**src/sv/assert_macros.svh**
```systemverilog
// assertion macros for the transmit-request frame encoder
// no dependencies
`ifndef ASSERT_MACROS_SVH
`define ASSERT_MACROS_SVH

`ifndef ASSERT_OFF
`define AP_ASSERT(label, clk, rst_n, prop) \
    label: assert property (@(posedge clk) disable iff (!rst_n) prop) \
        else $error("assertion failed");
`define AP_NEVER(label, clk, rst_n, cond) \
    label: assert property (@(posedge clk) disable iff (!rst_n) !(cond)) \
        else $error("forbidden condition seen");
`else
`define AP_ASSERT(label, clk, rst_n, prop)
`define AP_NEVER(label, clk, rst_n, cond)
`endif

`endif

```
**src/sv/aptx_pkg.sv**
```systemverilog
// shared types, constants and helpers of the transmit-request frame encoder
// no dependencies
package aptx_pkg;

    localparam logic [7:0] START_MARK = 8'h7E;
    localparam logic [7:0] ESC_MARK   = 8'h7D;
    localparam logic [7:0] XON_CHAR   = 8'h11;
    localparam logic [7:0] XOFF_CHAR  = 8'h13;
    localparam logic [7:0] ESC_XOR    = 8'h20;
    localparam logic [7:0] API_TX_ID  = 8'h10;
    localparam logic [7:0] CKSUM_BASE = 8'hFF;
    localparam logic [8:0] FRAME_OVERHEAD = 9'd14;
    localparam logic [15:0] SHORT_RESET   = 16'hFFFE;

    localparam int CFG_IDX_W = 3;
    localparam logic [CFG_IDX_W-1:0] CFG_DEST    = 3'd0;
    localparam logic [CFG_IDX_W-1:0] CFG_SHORT   = 3'd1;
    localparam logic [CFG_IDX_W-1:0] CFG_RADIUS  = 3'd2;
    localparam logic [CFG_IDX_W-1:0] CFG_OPTIONS = 3'd3;
    localparam logic [CFG_IDX_W-1:0] CFG_LENGTH  = 3'd4;

    typedef enum logic [3:0] {
        ST_START,
        ST_LEN_HI,
        ST_LEN_LO,
        ST_API,
        ST_FID,
        ST_DEST,
        ST_SHORT_HI,
        ST_SHORT_LO,
        ST_RADIUS,
        ST_OPTIONS,
        ST_PAYLOAD,
        ST_CKSUM
    } t_step;

    typedef struct packed {
        logic [7:0] payload;
        logic       first;
        logic       last;
        logic [7:0] frame_id;
        logic [8:0] flen;
    } t_entry;

    function automatic logic needs_esc(input logic [7:0] b);
        needs_esc = (b == START_MARK) || (b == ESC_MARK) ||
                    (b == XON_CHAR) || (b == XOFF_CHAR);
    endfunction

endpackage

```
**src/sv/aptx_queue.sv**
```systemverilog
// short request queue between front end and frame sequencer
// depends on aptx_pkg
module aptx_queue import aptx_pkg::*; #(
    parameter int DEPTH = 2
) (
    input  logic   i_clk,
    input  logic   i_rst_n,
    input  logic   i_push_valid,
    input  t_entry i_push_entry,
    output logic   o_push_ready,
    output logic   o_pop_valid,
    output t_entry o_pop_entry,
    input  logic   i_pop_ready,
    output logic [$clog2(DEPTH+1)-1:0] o_count
);
    localparam int PTR_W = (DEPTH > 1) ? $clog2(DEPTH) : 1;
    localparam int CNT_W = $clog2(DEPTH + 1);
    localparam logic [PTR_W-1:0] LAST_PTR = PTR_W'(DEPTH - 1);
    localparam logic [CNT_W-1:0] FULL_CNT = CNT_W'(DEPTH);

    t_entry           r_mem [DEPTH];
    logic [PTR_W-1:0] r_wr_ptr, r_rd_ptr;
    logic [CNT_W-1:0] r_count;
    logic             w_push, w_pop;

    assign o_push_ready = (r_count != FULL_CNT);
    assign o_pop_valid  = (r_count != '0);
    assign o_pop_entry  = r_mem[r_rd_ptr];
    assign o_count      = r_count;
    assign w_push       = i_push_valid && o_push_ready;
    assign w_pop        = o_pop_valid && i_pop_ready;

    always_ff @(posedge i_clk) begin
        if (w_push) begin
            r_mem[r_wr_ptr] <= i_push_entry;
        end
    end

    always_ff @(posedge i_clk) begin
        if (!i_rst_n) begin
            r_wr_ptr <= '0;
            r_rd_ptr <= '0;
            r_count  <= '0;
        end else begin
            if (w_push) begin
                r_wr_ptr <= (r_wr_ptr == LAST_PTR) ? '0 : r_wr_ptr + 1'b1;
            end
            if (w_pop) begin
                r_rd_ptr <= (r_rd_ptr == LAST_PTR) ? '0 : r_rd_ptr + 1'b1;
            end
            case ({w_push, w_pop})
                2'b10:   r_count <= r_count + 1'b1;
                2'b01:   r_count <= r_count - 1'b1;
                default: r_count <= r_count;
            endcase
        end
    end
endmodule

```
**config.mk**
```make
export PLATFORM = sky130hd
export DESIGN_NAME = aptx_queue
export DESIGN_NICKNAME = d
export VERILOG_FILES = /design/src/sv/assert_macros.svh /design/src/sv/aptx_pkg.sv /design/src/sv/aptx_queue.sv
export SDC_FILE = /design/constraint.sdc
export NUM_CORES = 1
export LEC_CHECK = 0
export ABC_CLOCK_PERIOD_IN_PS = 4700
export BUFFER_PORTS_ARGS = -buffer_cell sky130_fd_sc_hd__clkbuf_2
export CAP_MARGIN = 15
export CORE_MARGIN = 1.5
export CORE_UTILIZATION = 40
export CTS_BUF_LIST = sky130_fd_sc_hd__clkbuf_16
export DETAILED_ROUTE_END_ITERATION = 10
export HOLD_SLACK_MARGIN = 0.02
export PLACE_DENSITY = 0.76
export SLEW_MARGIN = 0
export SYNTH_ARGS = -nofsm -noshare
export SYNTH_HDL_FRONTEND = slang
export SYNTH_SLANG_ARGS = --single-unit
```
**constraint.sdc**
```tcl
create_clock -name i_clk -period 4.7 [get_ports i_clk]
set_clock_uncertainty 0.2 [all_clocks]
set_input_delay 0.705 -clock i_clk [delete_from_list [all_inputs] [get_ports i_clk]]
set_output_delay 0.705 -clock i_clk [all_outputs]
set_load 0.01 [all_outputs]
```
==> results by group, run 1 <==
Status
  – Status: completed

STA
  – Slew margin rel.: approximately three fifths
  – Worst hold slack: around 0.34 ns
  – Final worst path period share: 54.44%
  – Fin Setup TNS: 0 ns
  – Final min period: 2.559 ns
  – Slack of the critical path: about 2.1 ns
  – Slew Limit Fails: 0
  – Slew @ Worst Pin: 0.5737 ns
  – RSZ-0062 raised after global routing: no
  – Final setup violating endpoints: 0
  – Max Freq: between 300 and 400 MHz
  – Final Hold Viols: 0

Routing
  – DRC errors left: 0
  – Antenna Nets Post-Route: 0
  – Drt first pass iters: 4
  – Via density: approximately 4.7
  – Initial DRC Count: between 60 and 70
  – Vias post-DR: about 1200
  – Routed WL: around 3600 um
  – Routed len/inst: roughly 14 um

CTS
  – Clk sinks: 59
  – Post-CTS sizing: 0
  – Clock transition at path regs: 0.05 ns
  – CTS Buffer Depth: 2
  – CTS H-tree lvls: 3
  – Cts hold-fix bufs: 0
  – TritonCTS clock tree: done
  – Post-CTS Setup Bufs: 0
  – CTS buffer count: 9
  – Clock latency on the worst-skew pair: approximately 0.31 ns
  – Clk Tree Root Cell: clkbuf_16

Global route
  – Remaining Overflow, GRT: 0
  – Antenna violations before repair: 0
  – Vias in the first global route: 1196
  – Maximum number of pins on one net before global-route repair: 28
  – First-pass GRT wire length: 5740 um
  – Total GRT Usage: about an eighth

Synth
  – Synth unique cells: 20
  – Register area share after synthesis: about four fifths
  – Synth Area per Inst: around 20 sq um
  – FFs w/ async S/R, synth: 0%
  – Post-synthesis mux area share: 13.97%
  – Synthesis Warnings: 0
  – FF+latch count, synth: 59
  – Xor/xnor share of the synthesized area: 1.208%
  – Largest family of logic cells by synthesized area: multiplexers
  – Ys flop type: edfxtp_1
  – Mapped Area: ~2200 sq um
  – Post-Synthesis Net Count: 140
  – Synth Area in Adders: less than 1%
  – Simple logic cell fraction of the synthesized area: under 10%
  – EDFF count, synth: 54
  – Compound-gate portion of the synthesized area: between 1.5 and 2%
  – Cells after Synth: 108

Place
  – Gpl congestion: a little under 0.7
  – HPWL after detailed placement: between 2000 and 2500 um
  – Cell Area, Placed: about 2600 sq um
  – Dpl ws: ~2.3 ns
  – Port buffer count: slightly above 60

Setup path
  – Crit. End Element: primary output
  – Worst endpoint required time: 3.80 ns
  – Worst r2r path cells: 4
  – Max incr delay on CP: 0.63 ns
  – Crit path kind: reg -> out
  – R2R Path End: r_mem[0][5]$_DFFE_PP_
  – RR Startpoint: o_count[0]$_SDFFE_PN0P_
  – Critical Path Fanout Max: 19
  – CP max-delay cell: dfxtp_1
  – CP top delay family: flip-flops
  – Crit start category: flip-flop
  – CP endpoint: o_pop_entry[9]
  – WP depth: 3
  – Buf+Inv Stages, Crit Path: 2
  – Worst Path Arrival: between 1.5 and 2 ns
  – CP Cell Sequence: buf_16, mux2_2, clkbuf_2
  – Flop2flop setup slack: approximately 2.8 ns

Pwr
  – Maximum VDD drop: between 400 and 500 uV
  – Cell Pwr Density: between 600 and 700 nW/um^2
  – Total power draw: about 1.8 mW
  – Leakage: between 1 and 1.5 nW

Final layout
  – Commonest non-fill, non-tap cell in the layout: clkbuf_2
  – Area delta synth->final: 34.39%
  – N_diodes: 0
  – Commonest cells after routing, fill and taps aside: 61 x clkbuf_2, 54 x edfxtp_1, 27 x mux2_2, 9 x clkbuf_16, 5 x dfxtp_1
  – Layout cells sized above 1: between 50% and 60%
  – Fillers: 399
  – Fin nets: approximately 210
  – Post-route cell area: just under 3000 sq um

Floorplanning
  – Die span in y: between 70 and 80 um
  – Total die area: about 6000 sq um
  – Chip width: around 77 um
  – # rows: 26
  – Starting Density: 42.07%
  – Io pins: 62
  – Core ar.: a little over 5000 sq um

Worst hold path
  – Hold depth: 2
  – Hold Path Class: reg -> reg

Job
  – Max_cap viols: 0
==> synth_stat cells, types with 2 or more instances <==
library cell / number / area, sq um
nor2b_1: 2 / 12.51
mux2_2: 27 / 304.0
edfxtp_1: 54 / 1622
buf_2: 3 / 15.01
dfxtp_1: 5 / 100.1
xnor2_1: 3 / 26.28
==> where the power goes <==
group	internal (mW)	switching, mW	total (mW)
Clock	0.456	0.201	0.657
Sequential	0.667	0.0416	0.709
Combinational	0.223	0.205	0.429
==> worst reg2reg max path: stages, from the launching register on <==
cell and delay, ns:
dfxtp_1 0.43, nand2b_1 0.23, nand3b_1 0.12, inv_1 0.44, buf_16 0.23
==> logic make-up after synthesis <==
logic type | count (synthesis)
muxes | 27
buffers and inverters | 4
adders and majority gates | 1
AOI/OAI and AO/OA | 5
and+or+nand+nor | 9
xor gates and xnor gates | 3
DFF | 59
==> through the flow <==
step,util [%],instances
6_report,56.53,255
5_1_grt,56.53,255
4_1_cts,56.00,254
3_5_place_dp,50.05,238
3_3_place_gp,49.52,237
2_1_floorplan,-,108
==> layer usage <==
| metal | part of all wire (%) | wire (um) | global-route usage (%) | vias up |
|---|---|---|---|---|
| li1 | - | - | - | 563 |
| met2 | 50 | 1763 | 19.91 | 45 |
| met5 | 0 | 0 | 0 | - |
| met3 | 6.2 | 220 | 4.286 | 5 |
| met4 | 1.5 | 52 | 6.667 | 0 |
| met1 | 43 | 1517 | 16.43 | 573 |
==> area by class of cell <==
type | instances | area (sq um) | area share (%)
Clock buffer | 9 | 225.2 | 7.702
Clock inverter | 7 | 82.58 | 2.824
Inverter | 1 | 3.754 | 0.1284
Multi-Input combinational cell | 45 | 435.4 | 14.89
Sequential cell | 59 | 1722 | 58.88
Tap cell | 70 | 87.58 | 2.995
Timing Repair Buffer | 64 | 367.9 | 12.58
==> registers in the layout, summed over array words and instances, names as in the netlist, named ones only <==
register  count
r_mem        54
o_count       2
r_rd_ptr      1
r_wr_ptr      1
==> how the worst min path moves through the flow <==
| stage | endpoint | slack [ns] | from |
|---|---|---|---|
| after floorplan | flip-flop | 0.30 | r_rd_ptr$_SDFFE_PN0P_ |
| after global placement | r_rd_ptr$_SDFFE_PN0P_ | 0.32 | r_rd_ptr$_SDFFE_PN0P_ |
| after detailed placement | r_rd_ptr$_SDFFE_PN0P_ | 0.33 | r_rd_ptr$_SDFFE_PN0P_ |
| after CTS | flip-flop | 0.35 | r_rd_ptr$_SDFFE_PN0P_ |
| after global routing | r_mem[1][16]$_DFFE_PP_ | 0.38 | i_push_entry[16] |
| final | flip-flop | 0.34 | r_rd_ptr$_SDFFE_PN0P_ |
(Power assumes the default switching activity.)
==> inputs of run 2 (changes only) <==
- ABC_CLOCK_PERIOD_IN_PS: 4700 -> 2600
- clock period: 4.7 -> 2.6 ns (I/O delays scaled with it)
==> run 2 against run 1 <==
Net effect:
- global-route usage is 0.38 points higher
- highest routed layer unchanged
- routed wire length up 0.76%
- flip-flop and latch count is the same
- combinational power is 73% higher
- worst hold slack got worse by 0.28 ns
- cell count unchanged
- die area unchanged
- worst setup slack got worse by 1.7 ns
- via count shrank 1.1%
==> results by group, run 2 (synthesis results as in run 1) <==
STA
  – Slew @ Worst Pin: 0.3821 ns (was 0.5737 ns)
  – Final setup violating endpoints: 0 (unchanged)
  – Slew margin rel.: 74.53% (was 61.71%)
  – Fin Setup TNS: 0 ns (unchanged)
  – Slew Limit Fails: 0 (unchanged)
  – Final min period: between 2 and 2.5 ns
  – Max Freq: approximately 460 MHz
  – Final Hold Viols: 0 (unchanged)
  – Final worst path period share: between 80% and 90%
  – RSZ-0062 raised after global routing: no (unchanged)

Setup path
  – Max incr delay on CP: 0.40 ns (was 0.63 ns)
  – Worst Path Arrival: 1.57 ns (was 1.65 ns)
  – Buf+Inv Stages, Crit Path: 2 (unchanged)
  – Crit start category: flip-flop (unchanged)
  – Crit. End Element: primary output (unchanged)
  – Crit path kind: reg -> out (unchanged)
  – Worst endpoint required time: 2.01 ns (was 3.80 ns)
  – CP top delay family: buffers and inverters (was flip-flops)
  – CP Cell Sequence: buf_4, mux2_2, clkbuf_2 (was buf_16, mux2_2, clkbuf_2)
  – CP max-delay cell: mux2_2 (was dfxtp_1)
  – Critical Path Fanout Max: 24 (was 19)

Global route
  – Maximum number of pins on one net before global-route repair: 28 (unchanged)
  – Total GRT Usage: 13.37% (was 13.00%)
  – Antenna violations before repair: 0 (unchanged)
  – Vias in the first global route: 1176 (was 1196)
  – Remaining Overflow, GRT: 0 (unchanged)
  – First-pass GRT wire length: 5637 um (was 5740 um)

Pwr
  – Cell Pwr Density: 1084 nW/um^2 (was 613.6 nW/um^2)
  – Leakage: 1.114 nW (was 1.138 nW)
  – Total power draw: 3.101 mW (was 1.794 mW)
  – Maximum VDD drop: 520.3 uV (was 473.6 uV)

Status
  – Status: completed (unchanged)

Final layout
  – Layout cells sized above 1: 57.84% (unchanged)
  – Fin nets: 212 (unchanged)
  – Commonest cells after routing, fill and taps aside: 61 x clkbuf_2, 54 x edfxtp_1, 27 x mux2_2, 9 x clkbuf_16, 5 x dfxtp_1 (unchanged)
  – N_diodes: 0 (unchanged)
  – Top reg by flops: r_mem (unchanged)
  – Area delta synth->final: 31.51% (was 34.39%)
  – Max reg flops: 54 (unchanged)
  – Fillers: 416 (was 399)
  – Layout Cells excl Fill: 255 (unchanged)
  – Commonest non-fill, non-tap cell in the layout: clkbuf_2 (unchanged)
  – Post-route cell area: 2861 sq um (was 2924 sq um)

Place
  – Placed cells: 239 (was 238)
  – Cell Area, Placed: 2576 sq um (was 2589 sq um)
  – Port buffer count: 61 (unchanged)
  – Gpl congestion: 0.6959 (was 0.6835)

Floorplanning
  – Starting Density: 42.07% (unchanged)
  – Io pins: 62 (unchanged)
  – Die span in y: 76.76 um (unchanged)
  – Total die area: 5891 sq um (unchanged)
  – # rows: 26 (unchanged)
  – Core ar.: 5172 sq um (unchanged)
  – Chip width: 76.76 um (unchanged)

CTS
  – CTS buffer count: 9 (unchanged)
  – CTS H-tree lvls: 3 (unchanged)
  – Clk sinks: 59 (unchanged)
  – Post-CTS sizing: 0 (unchanged)
  – Post-CTS Setup Bufs: 0 (unchanged)
  – Clock latency on the worst-skew pair: 0.31 ns (about the same)
  – CTS Buffer Depth: 2 (unchanged)
  – Cts hold-fix bufs: 0 (unchanged)
  – Clock transition at path regs: 0.05 ns (about the same)
  – Clk Tree Root Cell: clkbuf_16 (unchanged)
  – TritonCTS clock tree: done (unchanged)

Routing
  – Vias post-DR: 1173 (was 1186)
  – Antenna Nets Post-Route: 0 (unchanged)
  – Routed WL: 3580 um (was 3553 um)
  – Drt first pass iters: 4 (unchanged)
  – DRC errors left: 0 (unchanged)
  – Routed len/inst: 14.04 um (was 13.93 um)
  – Via density: 4.600 (was 4.651)
  – Initial DRC Count: 24 (was 61)

Job
  – Max_cap viols: 0 (unchanged)

Worst hold path
  – Hold Path Class: in -> reg (was reg -> reg)
run 2: cell count changes in the layout (fill, tap and decap cells not counted), sizes merged:
| cell | delta |
|---|---|
| clkinvlp | +1 |
| bufinv | -1 |
| inv | +1 |
| clkinv | -1 |
run 2: final timing paths:
kind                           startpoint                       to  slack, ns  cells past startpoint
setup / recovery                flip-flop           o_pop_entry[9]       0.44                      3
hold / removal           i_push_entry[18]   r_mem[0][18]$_DFFE_PP_       0.06                      1
setup reg to reg  o_count[0]$_SDFFE_PN0P_  o_count[1]$_SDFFE_PN0P_       0.75                      5
hold reg to reg   o_count[1]$_SDFFE_PN0P_  o_count[1]$_SDFFE_PN0P_       0.36                      2
run 2: power breakdown:
part           leakage, nW  internal, mW  switching, mW
combinational        0.424         0.363          0.381
sequential           0.546          1.21         0.0560
clock                0.144         0.726          0.369
total                 1.11          2.30          0.806
run 2: final cells by class:
class                   instances  area [sq um]  share of cell area, %
repair buffers                 64         327.8                  11.46
inverters                       1         3.754                 0.1312
well taps                      70         87.58                  3.061
multi-input cells              45         435.4                  15.22
clock inverters                 7         60.06                  2.099
clock buffers                   9         225.2                  7.871
flip-flops and latches         59          1722                  60.17
run 2: stage by stage:
stage	hold WS (ns)	util [%]	setup slack, ns
4_1_cts	0.04987	55.32	0.4077
3_3_place_gp	0.3172	49.81	0.7718
2_1_floorplan	0.2889	-	0.5566
5_1_grt	0.05000	55.32	0.3368
6_report	0.06241	55.32	0.4425
3_5_place_dp	0.3551	49.81	0.7434
run 2: layer usage:
| metal | global-route usage [%] | routed length, um | up-vias | share of wire (%) |
|---|---|---|---|---|
| li1 | - | - | 562 | - |
| met1 | 15.84 | 1558 | 556 | 44 |
| met2 | 20.09 | 1727 | 47 | 48 |
| met3 | 4.524 | 224 | 8 | 6.3 |
| met4 | 10.00 | 70 | 0 | 2.0 |
| met5 | 0 | 0 | - | 0 |
run 2: worst reg2reg max path: cells and delay by family, from the launching register on:
family	cells	cell delay [ns]
AND/OR/NAND/NOR	3	0.66
flip-flops	1	0.43
adder cells (fa/ha/maj)	1	0.33
AO/OA/AOI/OAI	1	0.16
