==> src/sv/assert_macros.svh <==
// assertion macros for the transmit-request frame encoder
// no dependencies
`ifndef ASSERT_MACROS_SVH
`define ASSERT_MACROS_SVH

`ifndef ASSERT_OFF
`define AP_ASSERT(label, clk, rst_n, prop) \
    label: assert property (@(posedge clk) disable iff (!rst_n) prop) \
        else $error("assertion failed");
`define AP_NEVER(label, clk, rst_n, cond) \
    label: assert property (@(posedge clk) disable iff (!rst_n) !(cond)) \
        else $error("forbidden condition seen");
`else
`define AP_ASSERT(label, clk, rst_n, prop)
`define AP_NEVER(label, clk, rst_n, cond)
`endif

`endif

==> src/sv/aptx_pkg.sv <==
// shared types, constants and helpers of the transmit-request frame encoder
// no dependencies
package aptx_pkg;

    localparam logic [7:0] START_MARK = 8'h7E;
    localparam logic [7:0] ESC_MARK   = 8'h7D;
    localparam logic [7:0] XON_CHAR   = 8'h11;
    localparam logic [7:0] XOFF_CHAR  = 8'h13;
    localparam logic [7:0] ESC_XOR    = 8'h20;
    localparam logic [7:0] API_TX_ID  = 8'h10;
    localparam logic [7:0] CKSUM_BASE = 8'hFF;
    localparam logic [8:0] FRAME_OVERHEAD = 9'd14;
    localparam logic [15:0] SHORT_RESET   = 16'hFFFE;

    localparam int CFG_IDX_W = 3;
    localparam logic [CFG_IDX_W-1:0] CFG_DEST    = 3'd0;
    localparam logic [CFG_IDX_W-1:0] CFG_SHORT   = 3'd1;
    localparam logic [CFG_IDX_W-1:0] CFG_RADIUS  = 3'd2;
    localparam logic [CFG_IDX_W-1:0] CFG_OPTIONS = 3'd3;
    localparam logic [CFG_IDX_W-1:0] CFG_LENGTH  = 3'd4;

    typedef enum logic [3:0] {
        ST_START,
        ST_LEN_HI,
        ST_LEN_LO,
        ST_API,
        ST_FID,
        ST_DEST,
        ST_SHORT_HI,
        ST_SHORT_LO,
        ST_RADIUS,
        ST_OPTIONS,
        ST_PAYLOAD,
        ST_CKSUM
    } t_step;

    typedef struct packed {
        logic [7:0] payload;
        logic       first;
        logic       last;
        logic [7:0] frame_id;
        logic [8:0] flen;
    } t_entry;

    function automatic logic needs_esc(input logic [7:0] b);
        needs_esc = (b == START_MARK) || (b == ESC_MARK) ||
                    (b == XON_CHAR) || (b == XOFF_CHAR);
    endfunction

endpackage

==> src/sv/aptx_if.sv <==
// valid/ready channel interfaces: payload input, wire byte output, config write
// depends on aptx_pkg
interface aptx_in_if;
    logic       valid;
    logic       ready;
    logic [7:0] payload_byte;
    modport source (output valid, output payload_byte, input ready);
    modport sink (input valid, input payload_byte, output ready);
endinterface


==> src/sv/aptx_front.sv <==
// front end: accepts payload requests, tracks frame position and frame id
// depends on aptx_pkg, aptx_if
module aptx_front import aptx_pkg::*; (
    input  logic       i_clk,
    input  logic       i_rst_n,
    aptx_in_if.sink    i_req,
    input  logic [7:0] i_len,
    input  logic       i_push_ready,
    output logic       o_push_valid,
    output t_entry     o_push_entry
);
    logic [7:0] r_taken, n_taken;
    logic [7:0] r_frame, n_frame;
    logic [7:0] w_eff_len;
    logic [8:0] w_taken_inc;
    logic [7:0] w_fid_inc;
    logic       w_first;
    logic       w_last;
    logic       w_accept;

    assign i_req.ready  = i_push_ready;
    assign w_accept     = i_req.valid && i_push_ready;
    assign o_push_valid = i_req.valid;

    always_comb begin
        w_eff_len   = (i_len == 8'd0) ? 8'd1 : i_len;
        w_first     = (r_taken == 8'd0);
        w_taken_inc = {1'b0, r_taken} + 9'd1;
        w_last      = (w_taken_inc >= {1'b0, w_eff_len});
        w_fid_inc   = r_frame + 8'd1;
        n_frame     = r_frame;
        if (w_first) begin
            n_frame = (w_fid_inc == 8'd0) ? 8'd1 : w_fid_inc;
        end
        n_taken = w_last ? 8'd0 : w_taken_inc[7:0];
    end

    always_comb begin
        o_push_entry.payload  = i_req.payload_byte;
        o_push_entry.first    = w_first;
        o_push_entry.last     = w_last;
        o_push_entry.frame_id = n_frame;
        o_push_entry.flen     = FRAME_OVERHEAD + {1'b0, w_eff_len};
    end

    always_ff @(posedge i_clk) begin
        if (!i_rst_n) begin
            r_taken <= 8'd0;
            r_frame <= 8'd0;
        end else if (w_accept) begin
            r_taken <= n_taken;
            r_frame <= n_frame;
        end
    end
endmodule

==> src/flat_wrapper.sv <==
// flat-port wrapper written by rule: the top's interface ports become plain ports
module aptx_front_flat import aptx_pkg::*;
  (i_clk, i_rst_n, i_len, i_push_ready, o_push_valid, o_push_entry, i_req_valid, i_req_payload_byte, i_req_ready);
  aptx_in_if i_req_i ();
  input  logic i_clk;
  input  logic i_rst_n;
  input  logic [7:0] i_len;
  input  logic i_push_ready;
  output logic o_push_valid;
  output t_entry o_push_entry;
  input wire logic [$bits(i_req_i.valid)-1:0] i_req_valid;
  input wire logic [$bits(i_req_i.payload_byte)-1:0] i_req_payload_byte;
  output wire logic [$bits(i_req_i.ready)-1:0] i_req_ready;
  assign i_req_i.valid = i_req_valid;
  assign i_req_i.payload_byte = i_req_payload_byte;
  assign i_req_ready = i_req_i.ready;
  aptx_front u_core (.i_clk(i_clk), .i_rst_n(i_rst_n), .i_req(i_req_i), .i_len(i_len), .i_push_ready(i_push_ready), .o_push_valid(o_push_valid), .o_push_entry(o_push_entry));
endmodule
==> config.mk <==
export PLATFORM = sky130hd
export DESIGN_NAME = aptx_front_flat
export DESIGN_NICKNAME = d
export VERILOG_FILES = /design/src/sv/assert_macros.svh /design/src/sv/aptx_pkg.sv /design/src/sv/aptx_if.sv /design/src/sv/aptx_front.sv /design/src/flat_wrapper.sv
export SDC_FILE = /design/constraint.sdc
export NUM_CORES = 1
export LEC_CHECK = 0
export ABC_CLOCK_PERIOD_IN_PS = 2600
export BUFFER_PORTS_ARGS = -buffer_cell sky130_fd_sc_hd__buf_2
export CAP_MARGIN = 10
export CORE_AREA = 3 3 47 81
export DETAILED_ROUTE_END_ITERATION = 6
export DIE_AREA = 0 0 50 84
export PLACE_DENSITY_LB_ADDON = 0.08
export SETUP_SLACK_MARGIN = 0.5
export SYNTH_ARGS = -nofsm -noshare
export SYNTH_HDL_FRONTEND = slang
export SYNTH_SLANG_ARGS = --single-unit
==> constraint.sdc <==
create_clock -name i_clk -period 2.6 [get_ports i_clk]
set_input_delay 0.13 -clock i_clk [delete_from_list [all_inputs] [get_ports i_clk]]
set_output_delay 0.13 -clock i_clk [all_outputs]
set_load 0.02 [all_outputs]
==> results by group, run 1 <==
Final layout
  – Final Net Count: 253
  – Synth-to-layout area growth: 38.4%
  – Design area: 1980 µm²
  – Diode count: 0
  – Fillers: 297
  – Layout cell share with drive strength beyond 1: 43.2%

Power and ir drop
  – Int Power: between 400 and 500 µW
  – Sequential Power Share: 37.5%
  – Total power: 692 µW
  – Pwr dens: 349 nW/µm²
  – Clock Power Share: 31.5%
  – P_sw: ~220 µW
  – Comb pwr share: 31.0%
  – Maximum vdd drop: 256 µV
  – Leakage power: about 0.90 nW
  – Net Sw Frac: around 31%

Global route
  – GRT Util Overall: 19.0%
  – Number of global-route vias before repair: 1442
  – GRT overflow: 0
  – First-pass GRT wire length: roughly 6300 µm
  – Largest net degree at the start of global routing: 12
  – Antenna violations before repair: 0

Timing
  – Maximum clock frequency: 379 MHz
  – Final setup vio count: 2
  – RSZ-0062 raised after global routing: true
  – Worst-margin pin slew: 0.483 ns
  – Fin. max-slew vios: 0
  – Worst Skew: 0.00485 ns
  – Slew HR: 67.7%
  – Period utilization: 102%
  – Final count of hold timing violations: 0
  – Worst Setup Slack, final: -0.0407 ns
  – Tmin final: 2.64 ns

Placement
  – DPL Wire Length: 3010 µm
  – Placed inst area: 1630 µm²
  – Placer Congestion: 0.910
  – # port buffers: 32

Logic synthesis
  – YS warnings: 0
  – Synth async-reset ratio: 0%
  – Commonest register cell after synthesis: dfxtp_1
  – Post-Syn Nets: 215
  – Largest cells by area after synthesis: dfxtp_1, ha_1, xnor2_1
  – #FFs+latches synth: 16
  – Cell accounting for the most synthesized area: dfxtp_1
  – Synth unique cells: 37
  – Synth Cell Area: between 1000 and 1500 µm²
  – Area share of the largest cell type after synthesis: 22.3%
  – Cell count after synthesis: between 150 and 200
  – Syn Area/Cell: 7.84 µm²
  – EDFF count, synth: 0
  – Register area share after synthesis: between 20% and 30%

Clocking
  – Longest Clk Path Bufs: 2
  – Sink Count: 16
  – Clock Pin Slew Worst Setup and Hold Paths: 0.07 ns
  – Root buf cell: clkbuf_8
  – TritonCTS buffer count: 3
  – TritonCTS clock tree: done
  – Worst-Skew Late Latency: around 0.25 ns
  – H-tree depth: 1
  – # hold bufs at CTS: 0

Routing
  – Detailed-route via count: 1452
  – Routed Antenna Nets: 0
  – DR DRC count: 0
  – Detailed Routing Iterations Pass 1: 4
  – Total wire length: between 4000 and 5000 µm
  – 1st-iter DRT viols: 41
  – Vias/cell: 5.52
  – Avg WL per Cell: approximately 15 µm

Setup path
  – Startpoint Class: register
  – CP max stage delay: 0.42 ns
  – Setup Crit Path Kind: register to register
  – Critical path buffer and inverter count: 0
  – WP data arrival: 2.81 ns
  – CP Cell Sequence: ha_4, nand3_4, nor2_4, xor2_2, ha_1, a21o_1, a221o_1, a311o_1, or4_1, o211ai_1
  – Crit path max fanout: 4
  – WP data required: 2.77 ns
  – Critical-path top delay cell: or4_1
  – Crit-path leading delay family: compound AO/OA/AOI/OAI gates
  – Crit end category: register

Floorplanning
  – I/O pin total: 49
  – Full die area: 4200 µm²
  – Core footprint: around 3200 µm²
  – Initial Util: between 40 and 50%
  – Row cnt: 27
  – DIE HEIGHT: approximately 84 µm
  – Die width: 50 µm

Job
  – Max-cap violations: 0

Run status
  – Outcome: finished with violations
  – Failing checks: negative setup slack

Worst hold path
  – Worst hold path type: input pin to register
==> worst reg2reg max path, stage by stage (launching register included) <==
cell and delay (ns):
dfxtp_4 0.39, ha_4 0.16, nand3_4 0.09, nor2_4 0.14, xor2_2 0.15, ha_1 0.26, a21o_1 0.17, a221o_1 0.37
a311o_1 0.33, or4_1 0.42, o211ai_1 0.09
==> cell usage after synthesis, types with 4 or more instances <==
master / n
nand4_1: 6
nor3_1: 4
nor2_1: 12
and3_1: 5
nand2_1: 14
dfxtp_1: 16
xnor2_1: 14
nand3_1: 18
ha_1: 12
xor2_1: 10
buf_4: 12
inv_1: 11
o21ai_0: 8
==> layout by cell type, fill, tap and decap left out, types with 8 or more instances in the layout <==
cell	n
nand2_1	9
nor2_1	10
ha_1	11
buf_6	8
buf_2	23
xnor2_1	11
nand3_1	8
xor2_1	9
buf_4	20
dfxtp_1	9
inv_1	9
==> timing repair <==
item,in CTS,in global routing
setup endpoints to repair,17,22
gates resized for setup,10,50
cloned,1,0
pin swaps,4,19
buffers inserted,4,8
==> final timing paths <==
check	start	to	slack, ns	cells after the start
worst max-delay path	u_core.r_taken[0]	u_core.r_taken[3]	-0.04	10
worst min-delay path	i_push_ready	u_core.r_taken[7]	0.20	3
worst max register to register	u_core.r_taken[0]	u_core.r_taken[3]	-0.04	10
worst min register to register	u_core.r_taken[1]	u_core.r_taken[1]	0.53	2
==> power groups by stage <==
stage,logic [mW],registers [mW],clock network (mW)
CTS,0.177,0.259,0.226
finish,0.215,0.260,0.218
global route,0.230,0.260,0.245
floorplan,0.135,0.260,0
detailed placement,0.160,0.265,0
global placement,0.157,0.264,0
==> flip-flops by register name, indices dropped and copies added (netlist names) <==
| name | count |
|---|---|
| u_core.r_taken | 8 |
| u_core.r_frame | 8 |
==> through the flow <==
step	std cells	util [%]	setup TNS (ns)	hold slack, ns	setup WS [ns]
after CTS	255	54.6	0	0.184	0.00663
after detailed placement	246	50.7	-0.157	0.260	-0.0531
after global placement	246	50.7	0	0.260	0.0373
after global routing	263	61.8	-0.278	0.202	-0.105
final	263	61.8	-0.0647	0.200	-0.0407
after floorplan	183	-	0	0.283	0.167
==> cell families after synthesis <==
| kind of cell | Yosys count | synth area share (%) |
|---|---|---|
| mux | 2 | 1.48 |
| xor+xnor | 24 | 14.7 |
| flops | 16 | 22.3 |
| compound gates | 24 | 11.5 |
| buf+inv | 31 | 12.0 |
| fa+ha+maj | 12 | 10.5 |
| simple gates | 74 | 27.5 |
==> cell type report <==
type	instances	area [µm²]	share of cell area (%)
Tap cell	43	53.8	2.71
Timing Repair Buffer	51	355	17.9
Sequential cell	16	339	17.1
Inverter	12	45.0	2.27
Multi-Input combinational cell	137	1140	57.3
Clock buffer	4	55.1	2.77
==> layer usage <==
layer  up-vias  track usage, %  share of wire [%]
met4         0            10.3                2.6
met2        56            39.6                 61
met5         -               0                  0
met1       679            15.9                 34
li1        709               -                  -
met3         8            1.79                3.0
(Power assumes the default switching activity.)
==> run 2, diff against run 1 <==
--- a/config.mk
+++ b/config.mk
@@ -11,7 +11,8 @@
 export CORE_AREA = 3 3 47 81
 export DETAILED_ROUTE_END_ITERATION = 6
 export DIE_AREA = 0 0 50 84
-export PLACE_DENSITY_LB_ADDON = 0.08
+export GPL_TIMING_DRIVEN = 0
+export PLACE_DENSITY = 0.73
 export SETUP_SLACK_MARGIN = 0.5
 export SYNTH_ARGS = -nofsm -noshare
 export SYNTH_HDL_FRONTEND = slang
==> results by group, run 2 (synthesis gave the netlist of run 1 again) <==
Timing
  – Final setup vio count: 3 (+1)
  – Worst Skew: 0.00445 ns (-0.000393 ns)
  – Final count of hold timing violations: 0 (unchanged)
  – Worst Setup Slack, final: -0.0574 ns (-0.0167 ns)
  – Fin. max-slew vios: 0 (unchanged)
  – Worst-margin pin slew: 0.490 ns (+0.00669 ns)
  – Tmin final: 2.66 ns (+0.0167 ns)
  – RSZ-0062 raised after global routing: true
  – Period utilization: 102% (+0.64 points)
  – Slew HR: 67.1% (-0.62 points)
  – Maximum clock frequency: 376 MHz (-0.63%)

Power and ir drop
  – Maximum vdd drop: 174 µV (-32%)
  – P_sw: 229 µW (+6.0%)
  – Leakage power: 1.04 nW (+15%)
  – Comb pwr share: 34.7% (+3.7 points)
  – Pwr dens: 340 nW/µm² (-2.6%)
  – Int Power: 506 µW (+6.2%)
  – Clock Power Share: 30.4% (-1.1 points)
  – Sequential Power Share: 34.9% (-2.6 points)
  – Net Sw Frac: 31.1% (-0.052 points)

Setup path
  – Setup Crit Path Kind: register to output pin
  – WP data required: 2.47 ns (-0.30 ns)
  – R2R cell count: 14 (+4)
  – Critical-path top delay cell: a221o_1
  – Crit-path leading delay family: simple AND/OR/NAND/NOR gates
  – Crit end category: output pin
  – WP depth: 11 (+1)
  – CP Cell Sequence: clkbuf_8, nand4_1, nor2_2, xor2_1, ha_1, and3_4, a221o_1, a31oi_2, nand2_1, buf_6, buf_6
  – Crit path to: o_push_entry[17]
  – Reg2Reg Capture Point: u_core.r_taken[5]
  – Critical R2R Launch: u_core.r_taken[3]
  – Crit path max fanout: 4 (unchanged)
  – Critical Path Most Common Cell: buf_6
  – Setup slack, reg-to-reg: -0.04 ns (about the same)
  – CP max stage delay: 0.33 ns (-0.09 ns)
  – WP data arrival: 2.53 ns (-0.28 ns)
  – Startpoint Class: register
  – Critical path buffer and inverter count: 3 (+3)
  – Worst Setup SP: u_core.r_taken[3]

Final layout
  – Layout cell share with drive strength beyond 1: 44.8% (+1.6 points)
  – Multi-input gate area: 1070 µm² (-5.5%)
  – FF+latch area: 335 µm² (-1.1%)
  – Biggest registers after layout: u_core.r_frame: 8 flops, u_core.r_taken: 8 flops
  – Fillers: 262 (-12%)
  – Most frequent cells in the layout: buf_2, buf_4, buf_6
  – Most common cell after layout, fill and taps aside: buf_2
  – Synth-to-layout area growth: 50.9%
  – Non-Filler Instances: 293 (+11%)
  – Diode count: 0 (unchanged)
  – Final Net Count: 283 (+12%)

Placement
  – Cells after DPL: 266 (+8.1%)
  – # port buffers: 40 (+25%)
  – Placer Congestion: 0.781 (-14%)
  – Pre-CTS WS: -0.0578 ns (-0.00471 ns)
  – DPL Wire Length: 2620 µm (-13%)

Global route
  – First-pass GRT wire length: 6310 µm (+0.45%)
  – Number of global-route vias before repair: 1475 (+2.3%)
  – Antenna violations before repair: 0 (unchanged)
  – GRT overflow: 0 (unchanged)
  – Largest net degree at the start of global routing: 11 (-1)
  – GRT Util Overall: 19.0% (-0.022 points)

Clocking
  – H-tree depth: 1 (unchanged)
  – Clock Pin Slew Worst Setup and Hold Paths: 0.07 ns (about the same)
  – Longest Clk Path Bufs: 2 (unchanged)
  – TritonCTS clock tree: done
  – Root buf cell: clkbuf_8
  – # hold bufs at CTS: 0 (unchanged)
  – Worst-Skew Late Latency: 0.25 ns (about the same)
  – Sink Count: 16 (unchanged)
  – TritonCTS buffer count: 3 (unchanged)

Routing
  – Detailed Routing Iterations Pass 1: 4 (unchanged)
  – Total wire length: 3880 µm (-3.8%)
  – Routed Antenna Nets: 0 (unchanged)
  – Vias/cell: 5.27 (-4.6%)
  – 1st-iter DRT viols: 43 (+4.9%)
  – Avg WL per Cell: 13.2 µm (-14%)
  – Detailed-route via count: 1544 (+6.3%)
  – DR DRC count: 0 (unchanged)

Worst hold path
  – Worst Hold Launch: i_push_ready
  – Worst hold path type: input pin to register
  – Hold depth: 3 (unchanged)

Run status
  – Failing checks: negative setup slack
  – Outcome: finished with violations

Floorplanning
  – Full die area: 4200 µm² (unchanged)
  – Row cnt: 27 (unchanged)
  – DIE HEIGHT: 84 µm (unchanged)
  – Die width: 50 µm (unchanged)
  – Core footprint: 3210 µm² (unchanged)
  – I/O pin total: 49 (unchanged)
  – Initial Util: 44.7% (unchanged)

Job
  – Max-cap violations: 0 (unchanged)
## run 2: cell count changes in the layout (fill, tap and decap cells not counted), moves of 4 or more
cell	change
buf_2	+10
buf_4	+10
buf_6	+7
nand3_1	+4
nand3_2	-5
## run 2: power by group through the flow
stage	clock, mW	combinational, mW	sequential, mW
final	0.223	0.255	0.257
after global routing	0.240	0.277	0.258
after CTS	0.226	0.230	0.256
after detailed placement	0	0.191	0.262
after global placement	0	0.187	0.261
after floorplan	0	0.135	0.260
## run 2: per-stage QoR
stage	total power [mW]	hold WS [ns]	utilization, %	area (µm²)	TNS, ns
global route	0.774	0.200	67.4	2160	-0.508
global placement	0.449	0.431	54.7	1760	-0.130
floorplan	0.395	0.283	-	1500	0
CTS	0.712	0.172	64.0	2050	-0.0446
detailed placement	0.453	0.442	54.7	1760	-0.108
finish	0.735	0.185	67.4	2160	-0.120
## run 2: area by class of cell
cell class,instances,share of cell area (%)
Multi-Input combinational cell,136,49.6
Timing Repair Buffer,63,20.9
Sequential cell,16,15.5
Buffer,19,6.82
Clock buffer,4,2.54
Tap cell,43,2.49
Inverter,12,2.08
## run 2: worst min-delay path by stage
stage / to / slack [ns]
2_1_floorplan: u_core.r_taken[7] / 0.28
3_3_place_gp: u_core.r_taken[7] / 0.43
3_5_place_dp: u_core.r_taken[7] / 0.44
4_1_cts: u_core.r_taken[7] / 0.17
5_1_grt: u_core.r_taken[7] / 0.20
6_report: u_core.r_taken[7] / 0.19
## run 2: repair_timing
item | in CTS | in global routing
resized for setup | 32 | 16
pin swaps | 12 | 6
setup endpoints to repair | 18 | 20
buffers inserted | 19 | 4
endpoints found under the hold margin | 0 | 0
## run 2: tightest hold or removal path: stages
cell	delay, ns
buf_2	0.13
nand4_1	0.07
o21ai_0	0.06
## run 2: metal layers
metal / vias up / routed length (µm) / track usage, %
li1: 764 / - / -
met1: 702 / 1340 / 18.7
met2: 69 / 2250 / 36.2
met3: 9 / 203 / 2.33
met4: 0 / 93 / 10.3
met5: - / 0 / 0
