**src/sv/assert_macros.svh**
```systemverilog
// assertion macros for the transmit-request frame encoder
// no dependencies
`ifndef ASSERT_MACROS_SVH
`define ASSERT_MACROS_SVH

`ifndef ASSERT_OFF
`define AP_ASSERT(label, clk, rst_n, prop) \
    label: assert property (@(posedge clk) disable iff (!rst_n) prop) \
        else $error("assertion failed");
`define AP_NEVER(label, clk, rst_n, cond) \
    label: assert property (@(posedge clk) disable iff (!rst_n) !(cond)) \
        else $error("forbidden condition seen");
`else
`define AP_ASSERT(label, clk, rst_n, prop)
`define AP_NEVER(label, clk, rst_n, cond)
`endif

`endif

```
**src/sv/aptx_pkg.sv**
```systemverilog
// shared types, constants and helpers of the transmit-request frame encoder
// no dependencies
package aptx_pkg;

    localparam logic [7:0] START_MARK = 8'h7E;
    localparam logic [7:0] ESC_MARK   = 8'h7D;
    localparam logic [7:0] XON_CHAR   = 8'h11;
    localparam logic [7:0] XOFF_CHAR  = 8'h13;
    localparam logic [7:0] ESC_XOR    = 8'h20;
    localparam logic [7:0] API_TX_ID  = 8'h10;
    localparam logic [7:0] CKSUM_BASE = 8'hFF;
    localparam logic [8:0] FRAME_OVERHEAD = 9'd14;
    localparam logic [15:0] SHORT_RESET   = 16'hFFFE;

    localparam int CFG_IDX_W = 3;
    localparam logic [CFG_IDX_W-1:0] CFG_DEST    = 3'd0;
    localparam logic [CFG_IDX_W-1:0] CFG_SHORT   = 3'd1;
    localparam logic [CFG_IDX_W-1:0] CFG_RADIUS  = 3'd2;
    localparam logic [CFG_IDX_W-1:0] CFG_OPTIONS = 3'd3;
    localparam logic [CFG_IDX_W-1:0] CFG_LENGTH  = 3'd4;

    typedef enum logic [3:0] {
        ST_START,
        ST_LEN_HI,
        ST_LEN_LO,
        ST_API,
        ST_FID,
        ST_DEST,
        ST_SHORT_HI,
        ST_SHORT_LO,
        ST_RADIUS,
        ST_OPTIONS,
        ST_PAYLOAD,
        ST_CKSUM
    } t_step;

    typedef struct packed {
        logic [7:0] payload;
        logic       first;
        logic       last;
        logic [7:0] frame_id;
        logic [8:0] flen;
    } t_entry;

    function automatic logic needs_esc(input logic [7:0] b);
        needs_esc = (b == START_MARK) || (b == ESC_MARK) ||
                    (b == XON_CHAR) || (b == XOFF_CHAR);
    endfunction

endpackage

```
**src/sv/aptx_if.sv**
```systemverilog


interface aptx_out_if;
    logic       valid;
    logic       ready;
    logic [7:0] out_byte;
    logic       last_of_item;
    logic       end_of_frame;
    modport source (output valid, output out_byte, output last_of_item,
                    output end_of_frame, input ready);
    modport sink (input valid, input out_byte, input last_of_item,
                  input end_of_frame, output ready);
endinterface


```
**src/sv/aptx_back.sv**
```systemverilog
// frame sequencer: walks header, payload and checksum fields, escapes bytes
// depends on aptx_pkg, aptx_if
module aptx_back import aptx_pkg::*; (
    input  logic        i_clk,
    input  logic        i_rst_n,
    input  logic        i_pop_valid,
    input  t_entry      i_pop_entry,
    output logic        o_pop_ready,
    input  logic [63:0] i_dest,
    input  logic [15:0] i_short,
    input  logic [7:0]  i_radius,
    input  logic [7:0]  i_options,
    aptx_out_if.source  o_rsp
);
    t_step      r_step, n_step, w_cur;
    logic       r_busy;
    logic       r_esc;
    logic [2:0] r_dest_idx, n_dest_idx;
    logic [7:0] r_sum;
    logic       r_valid;
    logic [7:0] r_byte;
    logic       r_last;
    logic       r_eof;

    logic [7:0] w_raw;
    logic       w_summed;
    logic       w_item_done;
    logic       w_can_go;
    logic       w_fire;
    logic       w_esc_first;

    assign w_cur = r_busy ? r_step : (i_pop_entry.first ? ST_START : ST_PAYLOAD);
    assign w_can_go    = !r_valid || o_rsp.ready;
    assign w_fire      = w_can_go && (r_busy || i_pop_valid);
    assign w_esc_first = (w_cur != ST_START) && needs_esc(w_raw) && !r_esc;
    assign o_pop_ready = w_fire && !w_esc_first && w_item_done;

    // next field
    always_comb begin
        n_step      = w_cur;
        n_dest_idx  = r_dest_idx;
        w_item_done = 1'b0;
        unique case (w_cur)
            ST_START:    n_step = ST_LEN_HI;
            ST_LEN_HI:   n_step = ST_LEN_LO;
            ST_LEN_LO:   n_step = ST_API;
            ST_API:      n_step = ST_FID;
            ST_FID: begin
                n_step     = ST_DEST;
                n_dest_idx = 3'd0;
            end
            ST_DEST: begin
                n_dest_idx = r_dest_idx + 3'd1;
                if (r_dest_idx == 3'd7) begin
                    n_step = ST_SHORT_HI;
                end
            end
            ST_SHORT_HI: n_step = ST_SHORT_LO;
            ST_SHORT_LO: n_step = ST_RADIUS;
            ST_RADIUS:   n_step = ST_OPTIONS;
            ST_OPTIONS:  n_step = ST_PAYLOAD;
            ST_PAYLOAD: begin
                if (i_pop_entry.last) begin
                    n_step = ST_CKSUM;
                end else begin
                    w_item_done = 1'b1;
                end
            end
            ST_CKSUM:    w_item_done = 1'b1;
            default:     n_step = ST_START;
        endcase
    end

    // field byte
    always_comb begin
        w_raw    = 8'd0;
        w_summed = 1'b1;
        unique case (w_cur)
            ST_START: begin
                w_raw    = START_MARK;
                w_summed = 1'b0;
            end
            ST_LEN_HI: begin
                w_raw    = {7'd0, i_pop_entry.flen[8]};
                w_summed = 1'b0;
            end
            ST_LEN_LO: begin
                w_raw    = i_pop_entry.flen[7:0];
                w_summed = 1'b0;
            end
            ST_API:      w_raw = API_TX_ID;
            ST_FID:      w_raw = i_pop_entry.frame_id;
            ST_DEST:     w_raw = i_dest[{~r_dest_idx, 3'b000} +: 8];
            ST_SHORT_HI: w_raw = i_short[15:8];
            ST_SHORT_LO: w_raw = i_short[7:0];
            ST_RADIUS:   w_raw = i_radius;
            ST_OPTIONS:  w_raw = i_options;
            ST_PAYLOAD:  w_raw = i_pop_entry.payload;
            ST_CKSUM: begin
                w_raw    = CKSUM_BASE - r_sum;
                w_summed = 1'b0;
            end
            default:     w_raw = 8'd0;
        endcase
    end

    always_ff @(posedge i_clk) begin
        if (!i_rst_n) begin
            r_busy     <= 1'b0;
            r_esc      <= 1'b0;
            r_step     <= ST_START;
            r_dest_idx <= 3'd0;
            r_sum      <= 8'd0;
            r_valid    <= 1'b0;
        end else begin
            if (o_rsp.ready) begin
                r_valid <= 1'b0;
            end
            if (w_fire) begin
                r_valid <= 1'b1;
                if (w_esc_first) begin
                    r_esc  <= 1'b1;
                    r_busy <= 1'b1;
                    r_step <= w_cur;
                end else begin
                    r_esc      <= 1'b0;
                    r_busy     <= !w_item_done;
                    r_step     <= n_step;
                    r_dest_idx <= n_dest_idx;
                    if (w_cur == ST_START) begin
                        r_sum <= 8'd0;
                    end else if (w_summed) begin
                        r_sum <= r_sum + w_raw;
                    end
                end
            end
        end
    end

    always_ff @(posedge i_clk) begin
        if (w_fire) begin
            if (w_esc_first) begin
                r_byte <= ESC_MARK;
                r_last <= 1'b0;
                r_eof  <= 1'b0;
            end else begin
                r_byte <= r_esc ? (w_raw ^ ESC_XOR) : w_raw;
                r_last <= w_item_done;
                r_eof  <= (w_cur == ST_CKSUM);
            end
        end
    end

    assign o_rsp.valid        = r_valid;
    assign o_rsp.out_byte     = r_byte;
    assign o_rsp.last_of_item = r_last;
    assign o_rsp.end_of_frame = r_eof;
endmodule

```
**src/flat_wrapper.sv**
```systemverilog
// flat-port wrapper written by rule: the top's interface ports become plain ports
module aptx_back_flat import aptx_pkg::*;
  (i_clk, i_rst_n, i_pop_valid, i_pop_entry, o_pop_ready, i_dest, i_short, i_radius, i_options, o_rsp_valid, o_rsp_out_byte, o_rsp_last_of_item, o_rsp_end_of_frame, o_rsp_ready);
  aptx_out_if o_rsp_i ();
  input  logic i_clk;
  input  logic i_rst_n;
  input  logic i_pop_valid;
  input  t_entry i_pop_entry;
  output logic o_pop_ready;
  input  logic [63:0] i_dest;
  input  logic [15:0] i_short;
  input  logic [7:0] i_radius;
  input  logic [7:0] i_options;
  output wire logic [$bits(o_rsp_i.valid)-1:0] o_rsp_valid;
  output wire logic [$bits(o_rsp_i.out_byte)-1:0] o_rsp_out_byte;
  output wire logic [$bits(o_rsp_i.last_of_item)-1:0] o_rsp_last_of_item;
  output wire logic [$bits(o_rsp_i.end_of_frame)-1:0] o_rsp_end_of_frame;
  input wire logic [$bits(o_rsp_i.ready)-1:0] o_rsp_ready;
  assign o_rsp_valid = o_rsp_i.valid;
  assign o_rsp_out_byte = o_rsp_i.out_byte;
  assign o_rsp_last_of_item = o_rsp_i.last_of_item;
  assign o_rsp_end_of_frame = o_rsp_i.end_of_frame;
  assign o_rsp_i.ready = o_rsp_ready;
  aptx_back u_core (.i_clk(i_clk), .i_rst_n(i_rst_n), .i_pop_valid(i_pop_valid), .i_pop_entry(i_pop_entry), .o_pop_ready(o_pop_ready), .i_dest(i_dest), .i_short(i_short), .i_radius(i_radius), .i_options(i_options), .o_rsp(o_rsp_i));
endmodule
```
**config.mk**
```make
export PLATFORM = sky130hd
export DESIGN_NAME = aptx_back_flat
export DESIGN_NICKNAME = d
export VERILOG_FILES = /design/src/sv/assert_macros.svh /design/src/sv/aptx_pkg.sv /design/src/sv/aptx_if.sv /design/src/sv/aptx_back.sv /design/src/flat_wrapper.sv
export SDC_FILE = /design/constraint.sdc
export NUM_CORES = 1
export LEC_CHECK = 0
export BUFFER_PORTS_ARGS = -buffer_cell sky130_fd_sc_hd__buf_2
export CAP_MARGIN = 20
export CORE_UTILIZATION = 43
export DETAILED_ROUTE_END_ITERATION = 7
export PLACE_DENSITY = 0.79
export SLEW_MARGIN = 20
export SYNTH_ARGS = -nofsm -noshare
export SYNTH_HDL_FRONTEND = slang
export SYNTH_SLANG_ARGS = --single-unit
```
**constraint.sdc**
```tcl
create_clock -name i_clk -period 3.9 [get_ports i_clk]
set_input_delay 0.195 -clock i_clk [delete_from_list [all_inputs] [get_ports i_clk]]
set_output_delay 0.195 -clock i_clk [all_outputs]
set_load 0.05 [all_outputs]
```
==> metrics.csv, run 1 <==
stage,metric,value,unit
synth,Post-Synth Simple-Gate Area,20.5,%
drt,via count,3274,
setup_path,FF-to-FF path depth,12,
sta,period utilisation layout,95.1,%
global_routing,vias in the first global route,3268,
synth,area share of xor/xnor cells in the synthesized design,1.87,%
synth,Async SR Flop Fraction,0,%
setup_path,"Max FO, Critical Path",10,
synth,Synth Flop Type,dfxtp_1,
sta,"Setup violations, final",0,
synth,Syn Area/Cell,9.27,um2
sta,FMAX,0.270,GHz
final_layout,final core utilization,59.4,%
placed_design,Detail Placement HPWL,8.36,mm
setup_path,R2R Path End,u_core.r_sum[7],
final_layout,synthesis-to-finish area growth,33.8,%
status,status,"finished, final reports clean",
drt,routed len/inst,19.4,um
clock_tree,worst skew pair latency,0.29,ns
setup_path,Worst Setup Start Kind,register,
drt,DR DRC count,0,
final_layout,Final nets,585,
final_layout,Filler cells,586,
clock_tree,clock sink count,28,
sta,slew margin rel.,61.5,%
setup_path,Critical Path End,o_pop_ready,
global_routing,total track usage,29.9,%
global_routing,antenna violations before repair,0,
final_layout,"most common cell after layout, fill and taps aside",buf_2,
floorplanning,full die area,6880,um2
setup_path,Critical Path Start,u_core.r_dest_idx[0],
sta,RSZ-0062 raised after global routing,no,
floorplanning,Top Ports,139,
setup_path,"reg-to-reg slack, setup",0.20,ns
power_and_ir_drop,Pleak,0.00166,uW
setup_path,FF-to-FF Start,u_core.r_busy,
power_and_ir_drop,Logic pwr share,48.5,%
drt,first-pass iteration count of the detailed router,6,
drt,final wirelength,10.1,mm
sta,Setup TNS,0,ns
synth,Post-Syn Instances,304,
drt,number of DRC markers in iteration 0,389,
power_and_ir_drop,Int Pwr,727,uW
synth,Synth cell types,74,
sta,Worst-Margin Slew,0.563,ns
synth,Post-Syn Area,2820,um2
placed_design,Final Wtd Congestion,0.960,
global_routing,largest net degree at the start of global routing,32,
floorplanning,Core Region,6350,um2
final_layout,share of post-route cells with drive strength above 1,45.2,%
synth,YS warnings,0,
clock_tree,CTS Buf Count,3,
synth,largest family of logic cells by synthesized area,compound AO/OA/AOI/OAI gates,
run,MaxCap Viol Count,0,
clock_tree,cts hold-fix bufs,0,
global_routing,global-route wire length before repair,16.3,mm
placed_design,port bufs,138,
final_layout,ANT cells,0,
floorplanning,Initial Util,44.4,%
synth,sequential share of the synthesized area,23.4,%
floorplanning,Site Rows,29,
power_and_ir_drop,sw frac,39.1,%
sta,"Slew Viols, Final",0,
clock_tree,CTS tree,yes,
synth,Seq cells post-synth,28,
power_and_ir_drop,clock share of power,20.1,%
synth,post-synth net total,441,
floorplanning,Die W,83.0,um
power_and_ir_drop,Pwr Density,317,nW/um2
setup_path,WP data required,3.70,ns
power_and_ir_drop,peak supply drop,0.227,mV
worst_hold_path,hold crit path type,in2reg,
global_routing,total gr overflow,0,
drt,antenna-violating nets left,0,
final_layout,"commonest cells after routing, fill and taps aside","138 x buf_2, 23 x buf_4, 20 x nand2_1",
setup_path,WS Path Type,reg2out,
clock_tree,H-tree Lvls,1,
drt,vias per cell,6.25,
synth,post-synthesis mux area share,21.2,%
power_and_ir_drop,Flop pwr share,31.4,%
synth,Synth Area in Compound Gates,23.6,%
sta,Hold Fails Final Rpt,0,
clock_tree,clock root buffer,clkbuf_8,
floorplanning,DIE HEIGHT,83.0,um
setup_path,WP data arrival,3.51,ns
synth,Post-synth EDFFs,10,
power_and_ir_drop,Psw,467,uW
synth,Synth Area in Adders,4.71,%
clock_tree,CTS Buffer Depth,2,
sta,Setup Skew,0.00806,ns
setup_path,crit end category,output port,
clock_tree,"Reg clk slew, reported paths",0.11,ns
sta,minimum clock period,3.71,ns
-- cell usage after synthesis, drive strengths merged (4+ instances only) --
cell type   n  share of area [%]
nor2       18                2.4
ha          9                4.0
clkbuf     13                1.7
o21a        4                1.3
nand3      12                2.1
nor3        8                1.4
o21ai      14                3.0
mux2i      18                6.4
o211ai      4                1.1
nand2b      9                2.0
buf         9                1.9
and2        9                2.0
nand2      21                2.9
dfxtp      18                 13
xnor2       4                1.2
a21oi      11                2.0
a22oi       6                1.6
inv         7               0.93
edfxtp     10                 11
nor2b       4               0.89
mux4       17                 14
-- metrics by stage --
step                hold WS [ns]  std cells  worst slack, ns  area [um2]  total power (uW)
floorplan                  0.327        304            0.286        2820               747
global placement           0.427        520           0.0664        3670               927
detailed placement         0.436        520           0.0314        3670               937
CTS                        0.138        524           0.0330        3750              1170
global route               0.161        524          0.00495        3770              1260
finish                     0.137        524            0.191        3770              1190
-- final cells by class --
class                           count  area [um2]  share of cell area [%]
Multi-Input combinational cell    246        2040                    54.2
Timing Repair Buffer              161         863                    22.9
Sequential cell                    28         666                    17.7
Tap cell                           77        96.3                    2.56
Clock buffer                        3        41.3                    1.10
Clock inverter                      1        30.0                   0.797
Inverter                            8        30.0                   0.797
-- registers in the layout (all words and copies together), names as in the netlist --
register                   flops
u_core.o_rsp.out_byte          8
u_core.r_sum                   8
u_core.r_step                  4
u_core.r_dest_idx              3
u_core.o_rsp.end_of_frame      1
u_core.o_rsp.last_of_item      1
u_core.o_rsp.valid             1
u_core.r_busy                  1
u_core.r_esc                   1
-- critical path, cell delays in order (launching register included) --
cell      delay, ns
dfxtp_4        0.43
buf_4          0.22
buf_4          0.16
mux4_2         0.48
mux2_2         0.28
nand3_1        0.08
o211ai_1       0.22
or4_4          0.62
o21ai_2        0.16
nand2_4        0.15
and3_1         0.20
buf_2          0.21
-- cells by family after synthesis --
family	count (synthesis)
and+or+nand+nor	105
AOI/OAI and AO/OA	87
muxes	38
buffers and inverters	30
DFF	28
adders and majority gates	10
xor gates and xnor gates	6
-- power groups by stage --
stage	Sequential (uW)	Combinational, uW	Clock [uW]
3_3_place_gp	380	547	0
6_report	375	579	240
4_1_cts	375	560	239
5_1_grt	380	625	251
3_5_place_dp	381	556	0
2_1_floorplan	426	322	0
-- layer usage --
layer | up-vias | wire, um | track usage, %
li1 | 1488 | - | -
met2 | 206 | 4960 | 51.7
met5 | - | 0 | 0
met1 | 1544 | 4000 | 37.4
met4 | 0 | 462 | 14.4
met3 | 36 | 719 | 2.78
-- what timing repair did --
item                                    in CTS  in global routing
pin swaps                                    0                  1
buffers inserted                             0                  0
resized for setup                            1                  8
endpoints found under the setup margin       2                  2
-- how the worst min path moves through the flow --
| stage | slack, ns | from | cells past startpoint | end |
|---|---|---|---|---|
| after floorplan | 0.33 | i_pop_valid | 1 | u_core.o_rsp.valid |
| after global placement | 0.43 | i_pop_valid | 2 | u_core.o_rsp.valid |
| after detailed placement | 0.44 | i_pop_valid | 2 | u_core.o_rsp.valid |
| after CTS | 0.14 | i_pop_valid | 2 | u_core.o_rsp.valid |
| after global routing | 0.16 | i_pop_valid | 2 | u_core.o_rsp.valid |
| final | 0.14 | i_pop_valid | 2 | u_core.o_rsp.valid |
Note: power is estimated with default switching activity, not from simulation.
==> inputs of run 2 (changes only) <==
CORE_ASPECT_RATIO = 0.75   (was unset)
==> run 2 against run 1 <==
- clock power shrank 3%
- final area grew 1.3%
- flip-flop and latch count is the same
- die area is essentially flat
- global-route usage shrank 0.69 points
- clock skew shrank 0.0027 ns
- register-to-register slack is essentially flat
==> metrics.csv, run 2 (same netlist as run 1, synthesis figures left out) <==
stage,metric,value,unit,change
floorplanning,DIE HEIGHT,72.1,um,was 83.0 um
power_and_ir_drop,Pwr Density,313,nW/um2,was 317 nW/um2
setup_path,"Largest stage delay, worst path",0.55,ns,was 0.62 ns
placed_design,Final Wtd Congestion,0.990,,was 0.960
drt,first-pass iteration count of the detailed router,5,,was 6
setup_path,CP top delay family,compound AO/OA/AOI/OAI gates,,was simple AND/OR/NAND/NOR gates
setup_path,Buffers & Inverters on Critical Path,0,,was 3
setup_path,WP data arrival,3.91,ns,was 3.51 ns
drt,routed wl met3,836,um,was 719 um
final_layout,"commonest cells after routing, fill and taps aside","138 x buf_2, 29 x buf_4, 20 x nand2_1",,"was 138 x buf_2, 23 x buf_4, 20 x nand2_1"
floorplanning,Core Region,6320,um2,was 6350 um2
clock_tree,clock sink count,28,,unchanged
floorplanning,Die W,95.5,um,was 83.0 um
drt,met2 wire len,4.84,mm,was 4.96 mm
global_routing,total gr overflow,0,,unchanged
status,status,"finished, final reports clean",,unchanged
drt,routed len/inst,18.4,um,was 19.4 um
worst_hold_path,hold crit path type,in2reg,,unchanged
drt,number of DRC markers in iteration 0,194,,was 389
drt,M1 wire length,4.03,mm,was 4.00 mm
sta,Setup TNS,0,ns,unchanged
final_layout,ANT cells,0,,unchanged
final_layout,final core utilization,60.4,%,was 59.4%
floorplanning,full die area,6880,um2,about the same
drt,vias per cell,5.95,,was 6.25
floorplanning,Site Rows,25,,was 29
global_routing,largest net degree at the start of global routing,32,,unchanged
sta,Worst-Margin Slew,0.560,ns,was 0.563 ns
drt,final wirelength,9.85,mm,was 10.1 mm
sta,FMAX,0.271,GHz,was 0.270 GHz
final_layout,synthesis-to-finish area growth,35.5,%,was 33.8%
clock_tree,cts hold-fix bufs,0,,unchanged
clock_tree,CTS Buffer Depth,2,,unchanged
power_and_ir_drop,peak supply drop,0.184,mV,was 0.227 mV
global_routing,global-route wire length before repair,15.2,mm,was 16.3 mm
drt,DR DRC count,0,,unchanged
drt,via count,3181,,was 3274
power_and_ir_drop,Pleak,0.00168,uW,was 0.00166 uW
global_routing,antenna violations before repair,0,,unchanged
sta,"Slew Viols, Final",0,,unchanged
run,MaxCap Viol Count,0,,unchanged
sta,Setup Skew,0.00534,ns,was 0.00806 ns
drt,antenna-violating nets left,0,,unchanged
clock_tree,"Reg clk slew, reported paths",0.10,ns,was 0.11 ns
setup_path,WP data required,4.11,ns,was 3.70 ns
setup_path,Worst Setup Start Kind,register,,unchanged
sta,slew margin rel.,62.4,%,was 61.5%
power_and_ir_drop,Pwr Total,1190,uW,about the same
sta,minimum clock period,3.70,ns,was 3.71 ns
sta,period utilisation layout,94.8,%,was 95.1%
setup_path,WS Path Type,reg2reg,,was reg2out
final_layout,Finished Cell Area,3820,um2,was 3770 um2
setup_path,crit end category,register,,was output port
global_routing,total track usage,29.2,%,was 29.9%
final_layout,Final nets,592,,was 585
sta,"Setup violations, final",0,,unchanged
placed_design,Placement Cell Area,3720,um2,was 3670 um2
clock_tree,worst skew pair latency,0.28,ns,was 0.29 ns
global_routing,vias in the first global route,3189,,was 3268
clock_tree,H-tree Lvls,1,,unchanged
clock_tree,CTS Buf Count,3,,unchanged
sta,Hold Fails Final Rpt,0,,unchanged
setup_path,cell repeated most along the worst path,a21oi_1,,was buf_4
final_layout,"most common cell after layout, fill and taps aside",buf_2,,unchanged
drt,Top Layer Used,met4,,unchanged
setup_path,cell chain of the critical path,and3b_2 > a32o_1 > a2111o_1 > or4_4 > ha_1 > a21oi_1 > o21bai_1 > a2111oi_2 > nor3_1 > o31ai_1 > a21oi_1 > o22ai_1,,was buf_4 > buf_4 > mux4_2 > mux2_2 > nand3_1 > o211ai_1 > or4_4 > o21ai_2 > nand2_4 > and3_1 > buf_2
final_layout,Filler cells,581,,was 586
clock_tree,CTS tree,yes,,unchanged
clock_tree,clock root buffer,clkbuf_8,,unchanged
floorplanning,Top Ports,139,,unchanged
final_layout,share of post-route cells with drive strength above 1,45.8,%,was 45.2%
floorplanning,Initial Util,44.6,%,was 44.4%
setup_path,"Max FO, Critical Path",11,,was 10
placed_design,Detail Placement HPWL,8.16,mm,was 8.36 mm
placed_design,port bufs,138,,unchanged
setup_path,critical path's slowest cell,or4_4,,unchanged
[run 2: path summary, 6_finish.rpt]
| path | to | from | depth (start not counted) | slack, ns |
|---|---|---|---|---|
| worst max-delay path | u_core.r_sum[7] | u_core.r_step[3] | 12 | 0.20 |
| worst min-delay path | u_core.o_rsp.valid | i_pop_valid | 2 | 0.15 |
| worst max register to register | u_core.r_sum[7] | u_core.r_step[3] | 12 | 0.20 |
| worst min register to register | u_core.r_sum[4] | u_core.r_sum[4] | 2 | 0.49 |
[run 2: cell type report]
class                   count  area (um2)  share of cell area, %
clock buffers               3        41.3                   1.08
clock inverters             1        30.0                  0.786
inverters                   8        30.0                  0.786
multi-input cells         246        2030                   53.2
flip-flops and latches     28         664                   17.4
well taps                  81         101                   2.65
repair buffers            168         920                   24.1
[run 2: what timing repair did]
item	4_1_cts	5_1_grt
cloned	0	0
pin swaps	0	2
endpoints found under the hold margin	0	0
setup endpoints to repair	1	2
resized for setup	1	6
setup buffers	0	2
[run 2: worst reg2reg max path, stage by stage (launching register included)]
cell and delay [ns]:
dfxtp_1 0.42, and3b_2 0.30, a32o_1 0.26, a2111o_1 0.37, or4_4 0.55, ha_1 0.36
a21oi_1 0.22, o21bai_1 0.14, a2111oi_2 0.39, nor3_1 0.11, o31ai_1 0.25, a21oi_1 0.07
o22ai_1 0.17
[run 2: per-stage QoR]
| step | hold WS, ns | setup slack, ns | instances |
|---|---|---|---|
| floorplan | 0.327 | 0.286 | 304 |
| global placement | 0.427 | 0.130 | 529 |
| detailed placement | 0.435 | 0.0333 | 529 |
| CTS | 0.144 | 0.0723 | 533 |
| global route | 0.132 | -0.119 | 535 |
| finish | 0.145 | 0.204 | 535 |
[run 2: routing by layer]
layer | vias up | track usage (%)
li1 | 1495 | -
met1 | 1500 | 37.5
met2 | 174 | 50.6
met3 | 12 | 4.93
met4 | 0 | 8.29
met5 | - | 0
[run 2: power breakdown]
| group | switching, uW | internal (uW) | total, uW |
|---|---|---|---|
| registers | 33.0 | 345 | 378 |
| clock network | 96.5 | 138 | 234 |
| logic | 329 | 253 | 583 |
| total | 459 | 735 | 1190 |
